==> src/sv/tfn_pkg.sv <==
// ----------------------------------------------------------------------------
// tfn_pkg
// widths, mode codes and result type of the face normal block
// ----------------------------------------------------------------------------
package tfn_pkg;

  localparam int IDX_W   = 12;
  localparam int COORD_W = 16;
  localparam int VTX_W   = 3 * COORD_W;
  localparam int EDGE_W  = 17;
  localparam int PROD_W  = 34;
  localparam int CROSS_W = 35;
  localparam int NORM_W  = 16;
  localparam int NRM3_W  = 3 * NORM_W;

  localparam logic [1:0] MODE_LOAD = 2'd0;
  localparam logic [1:0] MODE_FACE = 2'd1;
  localparam logic [1:0] MODE_READ = 2'd2;

  typedef logic signed [NORM_W-1:0] comp_t;

  typedef struct packed {
    comp_t z;
    comp_t y;
    comp_t x;
    logic  degen;
  } norm_res_t;

endpackage

==> src/sv/tfn_norm.sv <==
// ----------------------------------------------------------------------------
// tfn_norm
// scales a cross product to unit length: shift, square sum, bitwise square
// root, then three restoring divides
// ----------------------------------------------------------------------------
module tfn_norm
  import tfn_pkg::*;
(
  input  logic                        clk,
  input  logic                        rst_n,
  input  logic                        start,
  input  logic [2:0][CROSS_W-1:0]     cr,
  output logic                        done,
  output norm_res_t                   res
);

  localparam int MAG_W  = CROSS_W;
  localparam int SQ_W   = 48;
  localparam int X_W    = 64;
  localparam int DIV_W  = 48;
  localparam logic [NORM_W-1:0] QMAX = 16'd16384;

  typedef enum logic [6:0] {
    N_IDLE  = 7'b0000001,
    N_SHIFT = 7'b0000010,
    N_SQ    = 7'b0000100,
    N_ROOT  = 7'b0001000,
    N_DLOAD = 7'b0010000,
    N_DIV   = 7'b0100000,
    N_DONE  = 7'b1000000
  } nstate_t;

  nstate_t                   state_r;
  logic [2:0][MAG_W-1:0]     mag_r;
  logic [2:0]                neg_r;
  logic [MAG_W-1:0]          m_r;
  logic [1:0]                sq_cnt_r;
  logic [SQ_W-1:0]           s_r;
  logic [X_W-1:0]            x_r;
  logic [X_W-1:0]            root_r;
  logic [X_W-1:0]            bit_r;
  logic [1:0]                comp_r;
  logic [3:0]                dcnt_r;
  logic [DIV_W-1:0]          rem_r;
  logic [DIV_W-1:0]          den_r;
  logic [NORM_W-1:0]         q_r;
  comp_t [2:0]               n_r;
  logic                      degen_r;

  logic [2:0][MAG_W-1:0]     abs_c;
  logic [MAG_W-1:0]          max_c;
  logic [45:0]               sq_term;
  logic [SQ_W-1:0]           s_sum;
  logic [X_W-1:0]            root_t;
  logic                      ge;
  logic [NORM_W-1:0]         q_fin;
  logic [NORM_W-1:0]         q_sat;

  always_comb begin
    for (int i = 0; i < 3; i++) begin
      abs_c[i] = cr[i][CROSS_W-1] ? MAG_W'(-$signed(cr[i])) : cr[i];
    end
    max_c = abs_c[0];
    if (abs_c[1] > max_c) max_c = abs_c[1];
    if (abs_c[2] > max_c) max_c = abs_c[2];
    sq_term = mag_r[sq_cnt_r][22:0] * mag_r[sq_cnt_r][22:0];
    s_sum   = s_r + SQ_W'(sq_term);
    root_t  = root_r + bit_r;
    ge      = (rem_r >= den_r);
    q_fin   = {q_r[NORM_W-2:0], ge};
    q_sat   = (q_fin > QMAX) ? QMAX : q_fin;
  end

  always_ff @(posedge clk) begin
    if (!rst_n) begin
      state_r <= N_IDLE;
    end else begin
      unique case (state_r)
        N_IDLE: begin
          if (start) begin
            mag_r <= abs_c;
            m_r   <= max_c;
            for (int i = 0; i < 3; i++) begin
              neg_r[i] <= cr[i][CROSS_W-1];
            end
            if (max_c == '0) begin
              n_r     <= '0;
              degen_r <= 1'b1;
              state_r <= N_DONE;
            end else begin
              degen_r <= 1'b0;
              state_r <= N_SHIFT;
            end
          end
        end
        N_SHIFT: begin
          // bring the largest magnitude into [2^22, 2^23)
          if (|m_r[MAG_W-1:23]) begin
            m_r <= m_r >> 1;
            for (int i = 0; i < 3; i++) mag_r[i] <= mag_r[i] >> 1;
          end else if (!m_r[22]) begin
            m_r <= m_r << 1;
            for (int i = 0; i < 3; i++) mag_r[i] <= mag_r[i] << 1;
          end else begin
            s_r      <= '0;
            sq_cnt_r <= '0;
            state_r  <= N_SQ;
          end
        end
        N_SQ: begin
          s_r      <= s_sum;
          sq_cnt_r <= sq_cnt_r + 2'd1;
          if (sq_cnt_r == 2'd2) begin
            x_r     <= X_W'(s_sum) << 14;
            root_r  <= '0;
            bit_r   <= X_W'(1) << 62;
            state_r <= N_ROOT;
          end
        end
        N_ROOT: begin
          if (x_r >= root_t) begin
            x_r    <= x_r - root_t;
            root_r <= (root_r >> 1) + bit_r;
          end else begin
            root_r <= root_r >> 1;
          end
          bit_r <= bit_r >> 2;
          if (bit_r[0]) begin
            comp_r  <= '0;
            state_r <= N_DLOAD;
          end
        end
        N_DLOAD: begin
          // rounded quotient: (mag << 21 + root / 2) / root
          rem_r   <= (DIV_W'(mag_r[comp_r][22:0]) << 21) + DIV_W'(root_r[31:1]);
          den_r   <= DIV_W'(root_r[31:0]) << 15;
          q_r     <= '0;
          dcnt_r  <= '0;
          state_r <= N_DIV;
        end
        N_DIV: begin
          if (ge) rem_r <= rem_r - den_r;
          den_r  <= den_r >> 1;
          q_r    <= q_fin;
          dcnt_r <= dcnt_r + 4'd1;
          if (dcnt_r == 4'd15) begin
            n_r[comp_r] <= neg_r[comp_r] ? comp_t'(-$signed(q_sat)) : comp_t'(q_sat);
            if (comp_r == 2'd2) begin
              state_r <= N_DONE;
            end else begin
              comp_r  <= comp_r + 2'd1;
              state_r <= N_DLOAD;
            end
          end
        end
        N_DONE: begin
          state_r <= N_IDLE;
        end
        default: begin
          state_r <= N_IDLE;
        end
      endcase
    end
  end

  assign done      = (state_r == N_DONE);
  assign res.x     = n_r[0];
  assign res.y     = n_r[1];
  assign res.z     = n_r[2];
  assign res.degen = degen_r;

endmodule

==> config.mk <==
export PLATFORM = sky130hd
export DESIGN_NAME = tfn_norm
export DESIGN_NICKNAME = d
export VERILOG_FILES = /design/src/sv/tfn_pkg.sv /design/src/sv/tfn_norm.sv
export SDC_FILE = /design/constraint.sdc
export NUM_CORES = 2
export LEC_CHECK = 0
export BUFFER_PORTS_ARGS = -buffer_cell sky130_fd_sc_hd__buf_4
export CAP_MARGIN = 15
export CORE_UTILIZATION = 45
export DETAILED_ROUTE_END_ITERATION = 10
export GPL_TIMING_DRIVEN = 0
export PLACE_DENSITY_LB_ADDON = 0.1
export SYNTH_ARGS = -nofsm -noshare
export SYNTH_HDL_FRONTEND = slang
export SYNTH_SLANG_ARGS = --single-unit
==> constraint.sdc <==
create_clock -name clk -period 16 [get_ports clk]
set_clock_uncertainty 0.05 [all_clocks]
set_input_delay 3.2 -clock clk [delete_from_list [all_inputs] [get_ports clk]]
set_output_delay 3.2 -clock clk [all_outputs]
set_load 0.1 [all_outputs]
==> flow_summary.json <==
{
  "status": "finished clean",
  "first_global_vias": 44914,
  "initial_core_util": 0.454,
  "max_cap_viol_count": 0,
  "cts_root_buffer": "clkbuf_16",
  "rows": 127,
  "p_sw_frac": 0.512,
  "p_leak_nw": 25.8,
  "final_cell_mix": "nand2_1, inv_1, nor2_1, edfxtp_1, fa_1",
  "period_share": 0.938,
  "grt-ovfl-total": 0,
  "setup_viol": 0,
  "critical_path.endpoint_type": "register",
  "start_kind": "input port",
  "cts_buffers": 69,
  "slew_viol_final": 0,
  "synthCells": 6012,
  "die_h_um": 350,
  "yosysWarnings": 0,
  "synth_cell_type_count": 88,
  "p_clk_frac": 0.127,
  "fin_crit_ns": 15.00,
  "synth_edf_count": 518,
  "avgRoutedWirePerCell_um": 22.4,
  "critical_path_class": "input port to register",
  "timing.rr.start": "sq_cnt_r[0]",
  "post_cts_resize_count": 0,
  "syn-mean-instance-area_um2": 9.06,
  "die_area_um2": 122000,
  "placed_cells": 7801,
  "worst_slew_pin_slew_ns": 1.19,
  "critPathSlowestCell": "nor4_2",
  "grt_max_degree": 62,
  "io-pin-count": 158,
  "p_comb_frac": 0.720,
  "viasPerCell": 5.72,
  "hold_buffers": 0,
  "final_util": 0.505,
  "cell_internal_pwr_mw": 6.48,
  "hold_violations": 0,
  "yosys-top-cells-area": "edfxtp_1, fa_1, ha_1",
  "synth_fp_nets": 6989,
  "path_max_fanout": 25,
  "grt_use_total": 0.292,
  "cts_tree": "yes",
  "synth-seq-cells": 525,
  "cts_sinks": 525,
  "slew_headroom": 0.201,
  "h-tree-depth": 3,
  "clock_latency_ns": 0.69,
  "path_clk_slew_ns": 0.06,
  "crit_end": "res[34]",
  "r2r-end": "x_r[61]",
  "synth_async_sr_flop_share": 0,
  "grt_pass1_wl_um": 271000,
  "syn_area_um2": 54500,
  "r2r_slack_ns": 4.55,
  "ant_nets": 0,
  "coreArea_um2": 120000,
  "arrival_ns": 15.32,
  "drt-initial-drc-count": 3848,
  "synth_top_area_frac": 0.286,
  "nets": 7237,
  "io_buffers": 157,
  "seq_power_share": 0.153,
  "dpl.hpwl_um": 142000,
  "layout-drive-gt1-share": 0.0573,
  "cpPeakStageDelay_ns": 0.91,
  "timing.fmax_mhz": 66.7,
  "seq_area_frac_synth": 0.288,
  "final_common_cell": "nand2_1",
  "instances_no_fill": 7930,
  "hp-class": "register to register",
  "routed_wl_um": 178000,
  "crit_start": "cr[45]",
  "area_growth_syn_to_layout_pct": 11.2,
  "post-route-drc-count": 0,
  "cts_setup_buffers": 0,
  "first_pass_iters": 8,
  "chipWidth_um": 350,
  "r2r_cells": 31,
  "holdPathStages": 2,
  "yosys.area.top_type": "edfxtp_1",
  "ir_drop_mv": 0.451,
  "clockBufferDepth": 3,
  "cp.required_ns": 16.32,
  "synth_ff_type": "edfxtp_1",
  "p_sw_mw": 6.80,
  "place.gp.congestion": 0.954,
  "vias": 45376,
  "p_per_area_nw_per_um2": 219,
  "rsz0062_at_grt": "false",
  "antenna_found_initial": 2
}
-- cell type report --
cell class,count,area (µm²)
fill,11454,59400
multi-input combinational,4539,35300
sequential,525,15700
inverter,696,2610
tap,1612,2020
clock buffer,78,1760
timing repair buffer,177,1580
buffer,252,972
clock inverter,49,662
antenna,2,5.00
-- stage by stage --
stage	instance area, µm²	total power, mW	worst slack (ns)	hold WS (ns)	setup TNS, ns
2_1_floorplan	54500	8.45	1.70	0.463	0
3_3_place_gp	57700	11.3	-3.81	0.492	-688.84
3_5_place_dp	58100	11.4	0.602	0.500	0
4_1_cts	60500	13.1	1.27	0.517	0
5_1_grt	60500	14.4	0.484	0.529	0
6_report	60600	13.3	1.00	0.514	0
-- kinds of logic after synthesis --
| group | Yosys count | synth area share |
|---|---|---|
| AO/OA/AOI/OAI | 1330 | 0.152 |
| XOR/XNOR | 395 | 0.0637 |
| adder cells (fa/ha/maj) | 869 | 0.260 |
| buffers and inverters | 948 | 0.0658 |
| flip-flops | 525 | 0.288 |
| multiplexers | 85 | 0.0158 |
| AND/OR/NAND/NOR | 1860 | 0.155 |
-- how the worst min path moves through the flow --
stage | to | slack [ns] | from
6_report | den_r[1] | 0.51 | den_r[2]
5_1_grt | den_r[1] | 0.53 | den_r[2]
4_1_cts | den_r[1] | 0.52 | den_r[2]
3_5_place_dp | den_r[1] | 0.50 | den_r[2]
3_3_place_gp | den_r[1] | 0.49 | den_r[2]
2_1_floorplan | m_r[0] | 0.46 | m_r[1]
-- sequential cells by signal (all words and copies together) (netlist names), 2 cells and up --
| signal | cells |
|---|---|
| res | 48 |
| dcnt_r | 4 |
| bit_r | 32 |
| comp_r | 2 |
| mag_r | 105 |
| m_r | 35 |
| x_r | 64 |
| den_r | 47 |
| sq_cnt_r | 2 |
| root_r | 64 |
| rem_r | 48 |
| s_r | 48 |
| neg_r | 3 |
| state_r | 7 |
| q_r | 15 |
-- cells in the mapped netlist (all sizes together), types with 33 or more instances --
library cell  count
inv             694
nand2           693
nor2            608
edfxtp          518
fa              438
ha              431
o21ai           353
a21oi           330
clkbuf          232
xnor2           211
xor2            184
a31oi           150
a21o            136
a211oi           89
and2             88
mux2i            83
nand3            65
nor2b            59
nand4            56
o31ai            55
and3             49
nand2b           46
o21bai           46
nor3             41
o21a             33
-- power groups by stage --
stage	registers, mW	clock network (mW)	logic (mW)
global route	2.03	1.76	10.6
finish	2.03	1.69	9.57
CTS	2.02	1.72	9.40
floorplan	2.05	0	6.40
detailed placement	2.05	0	9.32
global placement	2.08	0	9.20
-- worst max-delay path, delay by kind of cell --
family | cells | cell delay [ns]
compound gates | 11 | 4.22
xor+xnor | 1 | 0.25
buf+inv | 7 | 2.23
simple gates | 11 | 4.52
fa+ha+maj | 2 | 0.85
-- per-layer routing --
layer,track usage,part of all wire
met1,0.412,0.45
met2,0.457,0.45
met3,0.0499,0.075
met4,0.0856,0.030
met5,0,0
Note: power is estimated with default switching activity, not from simulation.
